`src/mts_pkg.sv`:
```
// Package for the min-tracking stack: sizes, codes and the types passed
// between the top level and its row of stack cells. No dependencies.
package mts_pkg;

  localparam int DEPTH      = 256;
  localparam int VALUE_BITS = 32;
  localparam int COUNT_BITS = $clog2(DEPTH + 1);

  // Operation codes carried by in_mode
  localparam logic MODE_PUSH = 1'b0;
  localparam logic MODE_POP  = 1'b1;

  // Result status codes
  typedef enum logic [1:0] {
    ST_DONE  = 2'd0,
    ST_FULL  = 2'd1,
    ST_EMPTY = 2'd2
  } status_t;

  // One stack entry: its value and the minimum of it and all entries below
  typedef struct packed {
    logic signed [VALUE_BITS-1:0] value;
    logic signed [VALUE_BITS-1:0] run_min;
  } entry_t;

  // Shift command broadcast to every cell
  typedef struct packed {
    logic push;
    logic pop;
  } shift_t;

endpackage

```
`src/mts_cell.sv`:
```
// One cell of the stack row: holds a single entry and takes its neighbour's
// entry on a push (from above) or a pop (from below). Uses mts_pkg.
module mts_cell (
  input  logic            clk,
  input  mts_pkg::shift_t shift,
  input  mts_pkg::entry_t above,
  input  mts_pkg::entry_t below,
  output mts_pkg::entry_t held
);

  mts_pkg::entry_t entry_r;
  mts_pkg::entry_t entry_nxt;

  // Take the upper neighbour on push, the lower one on pop, else hold
  always_comb begin
    entry_nxt = entry_r;
    if (shift.push) begin
      entry_nxt = above;
    end else if (shift.pop) begin
      entry_nxt = below;
    end
  end

  always_ff @(posedge clk) begin
    entry_r <= entry_nxt;
  end

  assign held = entry_r;

endmodule

```
`config.mk`:
```
export PLATFORM = sky130hd
export DESIGN_NAME = mts_cell
export DESIGN_NICKNAME = d
export VERILOG_FILES = /design/src/mts_pkg.sv /design/src/mts_cell.sv
export SDC_FILE = /design/constraint.sdc
export NUM_CORES = 1
export LEC_CHECK = 0
export BUFFER_PORTS_ARGS = -buffer_cell sky130_fd_sc_hd__buf_2
export CORE_MARGIN = 2
export CORE_UTILIZATION = 42
export DETAILED_ROUTE_END_ITERATION = 7
export GPL_TIMING_DRIVEN = 0
export PLACE_DENSITY = 0.8
export SYNTH_ARGS = -nofsm -noshare
export SYNTH_HDL_FRONTEND = slang
export SYNTH_SLANG_ARGS = --single-unit
```
`constraint.sdc`:
```
create_clock -name clk -period 3.2 [get_ports clk]
set_input_delay 0.48 -clock clk [delete_from_list [all_inputs] [get_ports clk]]
set_output_delay 0.48 -clock clk [all_outputs]
set_load 0.02 [all_outputs]
```
---- Yosys cells after proc, flatten, opt, wreduce, memory -nomap -nowiden ----
Index checks and enable logic that the tools add are counted.
storage, ports and cells
  register bits ........................... 64
  input port bits ......................... 131
operators by class
  mux-type cells .......................... 2
  reduce and logical (&&, ||, !) cells .... 1
operator list
  cell                number
  64-bit 2-to-1 mux   2
  2-bit nonzero test  1

---- Logic depth before layout (Yosys ltp) ----
Gate-level depths: netlist of run 1.
  word-level depth ........................ 2
  depth in mapped cells ................... 3
  gate-level depth less buffers ........... 1

---- Worst setup path before layout of run 1 ----
No wires, ideal clock.
  path kind ............................... input to register
  from .................................... in shift[1] (netlist bit)
  to ...................................... reg entry_r (netlist bit held[0]) (enable)
  setup time .............................. 0.426 ns
  arrival ................................. 2.229 ns
  data required time ...................... 2.774 ns
  setup slack ............................. 0.546 ns
  stages .................................. 3
  buffers on the path ..................... 2
  cells stage by stage .................... buf_6 -> buf_6 -> or2_1
between the ends
  word-level cells in the longest chain between the ends .. 1
ends and longest elaborated chain
  element                              RTL line        source
  start, declared                      mts_cell.sv:5   input mts_pkg::shift_t shift,
  2-bit nonzero test (no source line)  --
  end signal, assigned                 mts_cell.sv:25  entry_r <= entry_nxt;
  end, declared                        mts_cell.sv:11  mts_pkg::entry_t entry_r;
Every way passes these cells.
A chain may end at the register's enable or synchronous reset.

---- Worst setup path after layout of run 1 ----
  from .................................... in shift[1] (netlist bit)
  to ...................................... reg entry_r (netlist bit held[35]) (enable)
The elaborated chain is that of the path after synthesis.

==> results.md, run 1 <==
* Status: complete, no violations
* Gpl congestion at just under 0.8
* # DRC at 0
* Mapped Cells at ~140
* Final WL at a little under 7000 um
* Postcts setup bufs at 0
* CTS root buf: clkbuf_8
* Crit path largest cell delay at 0.61 ns
* Util after Layout at 0.621
* Pre-Repair DR Iteration Count at 6
* Port bufs at 193
* Commonest non-fill, non-tap cell in the layout: buf_2
* Vias in the first global route at approximately 2000
* Max FFs per register at 64
* Largest net degree at the start of global routing at 37
* CP required at about 3.2 ns
* WP depth at 4
* Total Routing Usage GR at 0.180
* CP Launch Point: shift[1]
* RSZ-0062 raised after global routing: false
* CTS sink cnt at 64
* Hold WS at roughly 0.45 ns
* Width of the chip at approximately 87 um
* IO Count at approximately 200
* Post-synth cell types at 6
* Buf/Inv on CP at 3
* Fin worst setup slack at approximately 1.5 ns
* # fillers at slightly above 500
* Mean post-synth cell area at around 21 um2
* Ratio of cells with drive above 1 in the final layout at 0.801
* Fmax at ~580 MHz
* Final ANT Viol Nets at 0
* DR iter-0 viols at 55
* Crit path max-delay cell type: or2_2
* Largest delay share family, worst path: buffers and inverters
* Leakage Power at approximately 2 nW
* Worst-path fanout max at 36
* # rows at 30
* Cts bufs inserted at 9
* Cts repair resizes at 0
* Crit-path cells: buf_6 > buf_6 > or2_2 > buf_12
* Initial antenna violation count at 0
* PwrDens at ~530 nW/um2
* CTS hold repair buffers at 0
* CP most frequent cell: buf_6
* Worst Hold Class: input port to flop
* NumNets Final at 472
* Die height at a little under 90 um
* Synthesized net count at roughly 270
* Crit path capture type: flop
* Vias/cell at between 4 and 5
* Routed via count at 1971
* Synthesized flop and latch total at 64
* Synth-to-layout area growth at 44.4%
* Gr ovfl total at 0
* Share of power burned in registers at 0.476
* First-pass GRT wire length at around 9900 um
* Switching Power at 0.539 mW
* Worst-Margin Slew at between 0.7 and 0.8 ns
* Setup Viol. Count Final at 0
* Die area at approximately 7600 um2
* Core area at ~6800 um2
* Initial Util at 0.430
* Combinational share of power at 0.200
* Max-slew violation count at 0
* Synth Cell Area at between 2000 and 3000 um2
* # diodes at 0
* Startpoint Class: input port
* Pre-CTS setup slack at about 1.1 ns
* Inst Count DP at 410
* H-tree levels at 3
* CP Class: input port to flop
* Clk pin slew, worst setup/hold paths at about 0.070 ns
* CTS tree: built
* CTS max path bufs at 2
* Yosys warnings at 0
* Internal at around 1.7 mW
* Routed len/inst at roughly 16 um
* Post-route clock period utilization at 0.542
* WP data arrival at around 1.8 ns
* Worst slew margin at 0.520
* Min Tclk post-route at 1.73 ns
* Final hold vios at 0
* Sw Ratio at 0.244
* CP Capture Point: held[35]
* Clock power share at 0.325
* # Max-Cap Violations at 0
* Register area share after synthesis at 0.661
* IR drop worst, VDD at 0.241 mV
* Layout Cells excl Fill at 426
* Most frequent cells in the layout: buf_2, edfxtp_1, mux2_4, mux2_2, clkbuf_8
-- power by group through the flow --
| stage | clock (mW) | combinational [mW] | sequential [mW] |
|---|---|---|---|
| after floorplan | 0 | 0.131 | 1.20 |
| after global placement | 0 | 0.433 | 1.07 |
| after detailed placement | 0 | 0.446 | 1.07 |
| after CTS | 0.729 | 0.447 | 1.05 |
| after global routing | 0.771 | 0.469 | 1.06 |
| final | 0.717 | 0.441 | 1.05 |
-- cells by family after synthesis --
family / synth area share
buffers and inverters: 0.0250
multiplexers: 0.311
flip-flops: 0.661
AND/OR/NAND/NOR: 0.00215
-- through the flow --
| stage | cell area [um2] | TNS, ns | power [mW] |
|---|---|---|---|
| 2_1_floorplan | 2910 | 0 | 1.33 |
| 3_3_place_gp | 3970 | -0.170 | 1.50 |
| 3_5_place_dp | 3990 | 0 | 1.52 |
| 4_1_cts | 4190 | 0 | 2.23 |
| 5_1_grt | 4190 | 0 | 2.30 |
| 6_report | 4190 | 0 | 2.21 |
-- area by class of cell --
class,count,area (um2),share of cell area
flip-flops and latches,64,1920,0.458
multi-input cells,65,911,0.217
clock inverters,5,71.3,0.0170
clock buffers,11,131,0.0313
plain buffers,7,72.6,0.0173
well taps,80,100,0.0239
repair buffers,194,986,0.235
-- synthesized netlist by cell type --
master	instances	share of area
mux2_2	15	0.058
buf_2	1	0.0017
mux2_4	49	0.25
buf_6	6	0.023
or2_1	1	0.0022
edfxtp_1	64	0.66
-- metal layers --
metal,up-vias,global-route usage,share of wire
li1,946,-,-
met1,917,0.184,0.35
met2,98,0.338,0.57
met3,10,0.0550,0.069
met4,0,0.0755,0.018
met5,-,0,0
-- worst min-delay path by stage --
stage,start,slack (ns),cells after the start,end
final,below[43],0.45,2,held[43]
after global routing,above[19],0.44,2,held[19]
after CTS,above[19],0.44,2,held[19]
after detailed placement,below[42],0.78,2,held[42]
after global placement,above[34],0.78,2,held[34]
after floorplan,above[12],0.70,1,held[12]
Note: power is estimated with default switching activity, not from simulation.
==> run 2: changes to the inputs <==
- ABC_AREA: not set -> 1
- CORE_UTILIZATION: 42 -> 37
- PLACE_DENSITY: 0.8 -> 0.75
- clock period: 3.2 -> 1.4 ns (I/O delays scaled with it)
==> results.md, run 2 <==
* Gr ovfl total at 0 (unchanged)
* Worst-path fanout max at 64 (+78%)
* Top cells by area, synth: edfxtp_1, nand2_1, buf_6
* Setup_tns at 0 ns (unchanged)
* Hold WS at 0.144 ns (-0.306 ns)
* Switching Power at 1.29 mW (+140%)
* Leakage Power at 2.16 nW (+6.5%)
* CP Class: input port to flop
* Most frequent cells in the layout: buf_2, nand2_1, edfxtp_1, clkbuf_8, buf_6
* Share of power burned in registers at 0.501 (+0.025)
* Initial Util at 0.382 (-0.0481)
* H-tree levels at 3 (unchanged)
* # fillers at 679 (+32%)
* Multi-input logic area at 729 um2 (-20%)
* Internal at 3.50 mW (+110%)
* Synth top area share at 0.698 (+0.0360)
* Synthesized net count at 402 (+51%)
* Setup Viol. Count Final at 0 (unchanged)
* IO Count at 195 (unchanged)
* NumNets Final at 607 (+29%)
* Mean post-synth cell area at 10.2 um2 (-52%)
* Final WL at 7050 um (+3.2%)
* CP Capture Point: held[10]
* Multiplexer area fraction after synthesis at 0 (-0.311)
* Largest family of logic cells by synthesized area: simple AND/OR/NAND/NOR gates
* Clock power share at 0.305 (-0.020)
* Yosys top cell by area: edfxtp_1
* Fin worst setup slack at 0.106 ns (-1.36 ns)
* Die height at 90.3 um (+3.6%)
* Post-synth cell types at 6 (unchanged)
* RSZ-0062 raised after global routing: false
* Simple-gate share of the synthesized area at 0.264 (+0.262)
* CTS tree: built
* Postcts setup bufs at 0 (unchanged)
* Sw Ratio at 0.269 (+0.0249)
* Synth Area in Adders at 0 (unchanged)
* Synth-to-layout area growth at 46.2%
* Largest net degree at the start of global routing at 65 (+76%)
* CTS sink cnt at 64 (unchanged)
* Pre-Repair DR Iteration Count at 4 (-2)
* Post-route clock period utilization at 0.924
* Worst Hold Class: input port to flop
* Final ANT Viol Nets at 0 (unchanged)
* Initial antenna violation count at 0 (unchanged)
* Clk pin slew, worst setup/hold paths at 0.07 ns (about the same)
* Xor-xnor portion of the synthesized cell area at 0 (unchanged)
* Synth cell count leaders: nand2_1, edfxtp_1, buf_2, buf_6
* Startpoint Class: input port
* Fmax at about 770 MHz
* Crit path capture type: flop
* CTS root buf: clkbuf_8
* CTS max path bufs at 2 (unchanged)
* Total Routing Usage GR at 0.172 (-0.00789)
* Worst-Margin Slew at 0.878 ns (+0.158 ns)
* # diodes at 0 (unchanged)
* WP data arrival at 1.24 ns (-0.51 ns)
* # rows at 31 (+3.3%)
* Yosys warnings at 0 (unchanged)
* CP Launch Point: shift[1]
* Register area share after synthesis at 0.698 (+0.0360)
* Worst slew margin at 0.414 (-0.105)
* Synth Cell Area at 2760 um2 (-5.2%)
* Routed len/inst at 12.2 um (-24%)
* Width of the chip at 90.3 um (+3.6%)
* Commonest non-fill, non-tap cell in the layout: buf_2
* Ratio of cells with drive above 1 in the final layout at 0.463 (-0.338)
* Hold depth at 3 (+1)
* # DRC at 0 (unchanged)
* Compound-gate portion of the synthesized area at 0 (unchanged)
* Top-count cell post-synth: nand2_1
* Util after Layout at 0.558 (-0.0623)
* Routed via count at 2493 (+26%)
* Cts bufs inserted at 9 (unchanged)
* Pre-CTS setup slack at -0.244 ns (-1.36 ns)
* First-pass GRT wire length at 11200 um (+12%)
* Cts repair resizes at 0 (unchanged)
* Final hold vios at 0 (unchanged)
* CTS hold repair buffers at 0 (unchanged)
* Max FFs per register at 64 (unchanged)
* Mapped Cells at 271 (+99%)
* IR drop worst, VDD at 0.661 mV (+170%)
* Die area at 8150 um2 (+7.3%)
* Port bufs at 194 (+0.52%)
* Combinational share of power at 0.194 (-0.006)
* Synthesized flop and latch total at 64 (unchanged)
* # Max-Cap Violations at 0 (unchanged)
* Number of synthesized flops with an enable pin at 64 (unchanged)
* Min Tclk post-route at 1.29 ns
* Vias in the first global route at 2484 (+22%)
* Dominant synthesized flop cell: edfxtp_1
* FFs w/ async S/R, synth at 0 (unchanged)
* Core area at 7210 um2 (+6.8%)
* DR iter-0 viols at 73 (+33%)
* Max-slew violation count at 0 (unchanged)
* CP required at 1.35 ns (-1.87 ns)
* PwrDens at 1190 nW/um2 (+130%)
* Status: complete, no violations
* Vias/cell at 4.31 (-6.9%)
* FF/Latch Area at 1920 um2 (unchanged)
* Detail Placement HPWL at between 5000 and 6000 um
* Gpl congestion at 0.786 (+1.2%)
[run 2: worst min-delay path by stage]
stage | from | end | slack [ns]
after global routing | below[29] | held[29] | 0.13
after CTS | below[3] | held[3] | 0.12
after global placement | below[58] | held[58] | 0.47
after detailed placement | below[3] | held[3] | 0.48
after floorplan | below[0] | held[0] | 0.39
final | below[3] | held[3] | 0.14
[run 2: cells by family (layout without fill, tap and decap cells)]
logic type,Yosys count,after routing
AND/OR/NAND/NOR,193,193
flip-flops,64,64
buffers and inverters,14,223
[run 2: routing by layer]
metal	vias to the layer above	part of all wire	GRT usage
met5	-	0	0
met1	1069	0.41	0.196
met2	126	0.50	0.303
li1	1277	-	-
met3	21	0.064	0.0342
met4	0	0.031	0.0974
[run 2: area by class of cell]
cell class | instances | area share
flip-flops and latches | 64 | 0.477
clock inverters | 5 | 0.0121
inverters | 1 | 0.000932
repair buffers | 194 | 0.241
clock buffers | 10 | 0.0317
multi-input cells | 193 | 0.181
plain buffers | 13 | 0.0255
well taps | 99 | 0.0307
[run 2: per-stage QoR]
stage	total power [mW]	cells	area (um2)
after detailed placement	3.38	564	3850
after CTS	4.84	579	4030
after floorplan	2.94	271	2760
final	4.79	579	4030
after global routing	5.00	579	4030
after global placement	3.35	564	3850
[run 2: worst max-delay path, stage by stage]
cell and delay [ns]:
buf_2 0.11, buf_6 0.16, or2_4 0.71
[run 2: power groups by stage]
stage                     clock network (mW)  registers, mW  logic [mW]
final                                   1.46           2.40       0.928
after global routing                    1.57           2.42        1.01
after CTS                               1.50           2.40       0.936
after detailed placement                   0           2.44       0.934
after global placement                     0           2.43       0.920
after floorplan                            0           2.73       0.213
==> run 3: changes to the inputs <==
- CELL_PAD_IN_SITES_DETAIL_PLACEMENT: not set -> 1
- CELL_PAD_IN_SITES_GLOBAL_PLACEMENT: not set -> 1
- CORE_UTILIZATION: 37 -> 26
- PLACE_DENSITY: 0.75 -> not set
- PLACE_DENSITY_LB_ADDON: not set -> 0.1
==> results.md, run 3 (same netlist as run 2, synthesis figures left out) <==
* Status: complete, no violations
* Setup_tns at 0 ns (unchanged)
* Total Routing Usage GR at 0.141 (-0.0309)
* Width of the chip at 107 um (+18%)
* Vias/cell at 4.16 (-3.3%)
* Routed len/inst at 13.2 um (+8.2%)
* Final ANT Viol Nets at 0 (unchanged)
* Inst Count DP at 601 (+6.6%)
* # DRC at 0 (unchanged)
* CTS tree: built
* Worst-path fanout max at 64 (unchanged)
* Post-route clock period utilization at 0.927 (+0.00340)
* Layout Cells excl Fill at 614 (+6.0%)
* Min Tclk post-route at 1.30 ns (+0.00476 ns)
* Post-placement cell area at 3900 um2 (+1.2%)
* Core area at 10300 um2 (+43%)
* Largest net degree at the start of global routing at 65 (unchanged)
* Setup Viol. Count Final at 0 (unchanged)
* CP Class: input port to flop
* Gpl congestion at 0.753 (-4.3%)
* PwrDens at 1140 nW/um2 (-4.2%)
* Met3 WL at 713 um (+58%)
* CTS max path bufs at 2 (unchanged)
* Most frequent cells in the layout: buf_2, nand2_1, edfxtp_1, clkbuf_8, buf_6
* CTS hold repair buffers at 0 (unchanged)
* Leakage Power at 2.14 nW (-0.95%)
* First-pass GRT wire length at 12500 um (+12%)
* Combinational share of power at 0.202 (+0.008)
* Worst slew margin at 0.398 (-0.0168)
* Ratio of cells with drive above 1 in the final layout at 0.458 (-0.00434)
* Clk pin slew, worst setup/hold paths at 0.08 ns (about the same)
* NumNets Final at 607 (unchanged)
* Sw Ratio at 0.282 (+0.0133)
* Tot Pwr at 4.60 mW (-3.9%)
* CTS root buf: clkbuf_8
* Metal-1 WL at 3190 um (+11%)
* Design Area, Final at 4040 um2 (+0.25%)
* DR iter-0 viols at 105 (+44%)
* Synth-to-layout area growth at 46.6%
* # fillers at 1271 (+87%)
* FF/Latch Area at 1920 um2 (unchanged)
* Max FFs per register at 64 (unchanged)
* CP Launch Point: shift[1]
* Switching Power at 1.30 mW (+0.80%)
* WL met2 at 4010 um (+14%)
* Pre-CTS setup slack at -0.289 ns (-0.0454 ns)
* Crit path capture type: flop
* Initial antenna violation count at 0 (unchanged)
* Startpoint Class: input port
* Clock power share at 0.276 (-0.029)
* Final WL at 8090 um (+15%)
* Port bufs at 194 (unchanged)
* IO Count at 195 (unchanged)
* Commonest non-fill, non-tap cell in the layout: buf_2
* IR drop worst, VDD at 0.399 mV (-40%)
* CP required at 1.34 ns (about the same)
* H-tree levels at 3 (unchanged)
* Internal at 3.30 mW (-5.7%)
* Fin worst setup slack at 0.102 ns (-0.00475 ns)
* Cts repair resizes at 0 (unchanged)
* Fmax at 770 MHz (-0.37%)
* Initial Util at 0.267 (-0.115)
* Postcts setup bufs at 0 (unchanged)
* Vias in the first global route at 2617 (+5.4%)
* WP data arrival at 1.24 ns (about the same)
* # diodes at 0 (unchanged)
* Multi-input logic area at 729 um2 (unchanged)
* Worst Hold Class: input port to flop
* Cts bufs inserted at 9 (unchanged)
* # rows at 37 (+19%)
* Gr ovfl total at 0 (unchanged)
* CTS sink cnt at 64 (unchanged)
* Final hold vios at 0 (unchanged)
* RSZ-0062 raised after global routing: false
* Min-delay src: below[26]
* Detail Placement HPWL at 6030 um (+13%)
* Hold depth at 3 (unchanged)
* Max-slew violation count at 0 (unchanged)
* Routed via count at 2556 (+2.5%)
* Die area at 11400 um2 (+40%)
* Highest metal used: met4
* Worst-Margin Slew at 0.903 ns (+0.0251 ns)
* Share of power burned in registers at 0.521 (+0.020)
* Die height at 107 um (+18%)
* Util after Layout at 0.391 (-0.167)
* # Max-Cap Violations at 0 (unchanged)
* Hold WS at 0.142 ns (-0.00221 ns)
* Pre-Repair DR Iteration Count at 4 (unchanged)
[run 3: changes by cell type in the layout (fill, tap and decap cells not counted)]
cell / change
bufinv_16: -1
clkinv_1: +1
clkinv_2: -2
[run 3: routing by layer]
metal  up-vias  global-route usage
li1       1274                   -
met1      1159               0.157
met2       109               0.249
met3        14              0.0456
met4         0              0.0584
met5         -                   0
[run 3: power groups by stage]
stage / Clock, mW / Combinational [mW] / Sequential, mW
after CTS: 1.33 / 0.950 / 2.40
after global placement: 0 / 0.938 / 2.43
final: 1.27 / 0.931 / 2.40
after floorplan: 0 / 0.213 / 2.73
after global routing: 1.40 / 1.02 / 2.42
after detailed placement: 0 / 0.949 / 2.44
[run 3: path summary, 6_finish.rpt]
check                      end  slack, ns
worst min-delay path  held[26]       0.14
worst max-delay path  held[32]       0.10
[run 3: cell type report]
| type | instances | share of cell area |
|---|---|---|
| Inverter | 1 | 0.000929 |
| Multi-Input combinational cell | 193 | 0.181 |
| Sequential cell | 64 | 0.476 |
| Clock buffer | 10 | 0.0316 |
| Buffer | 13 | 0.0254 |
| Clock inverter | 3 | 0.00310 |
| Tap cell | 136 | 0.0421 |
| Timing Repair Buffer | 194 | 0.240 |
[run 3: critical path: stages]
cell,delay [ns]
buf_2,0.11
buf_6,0.16
or2_4,0.74
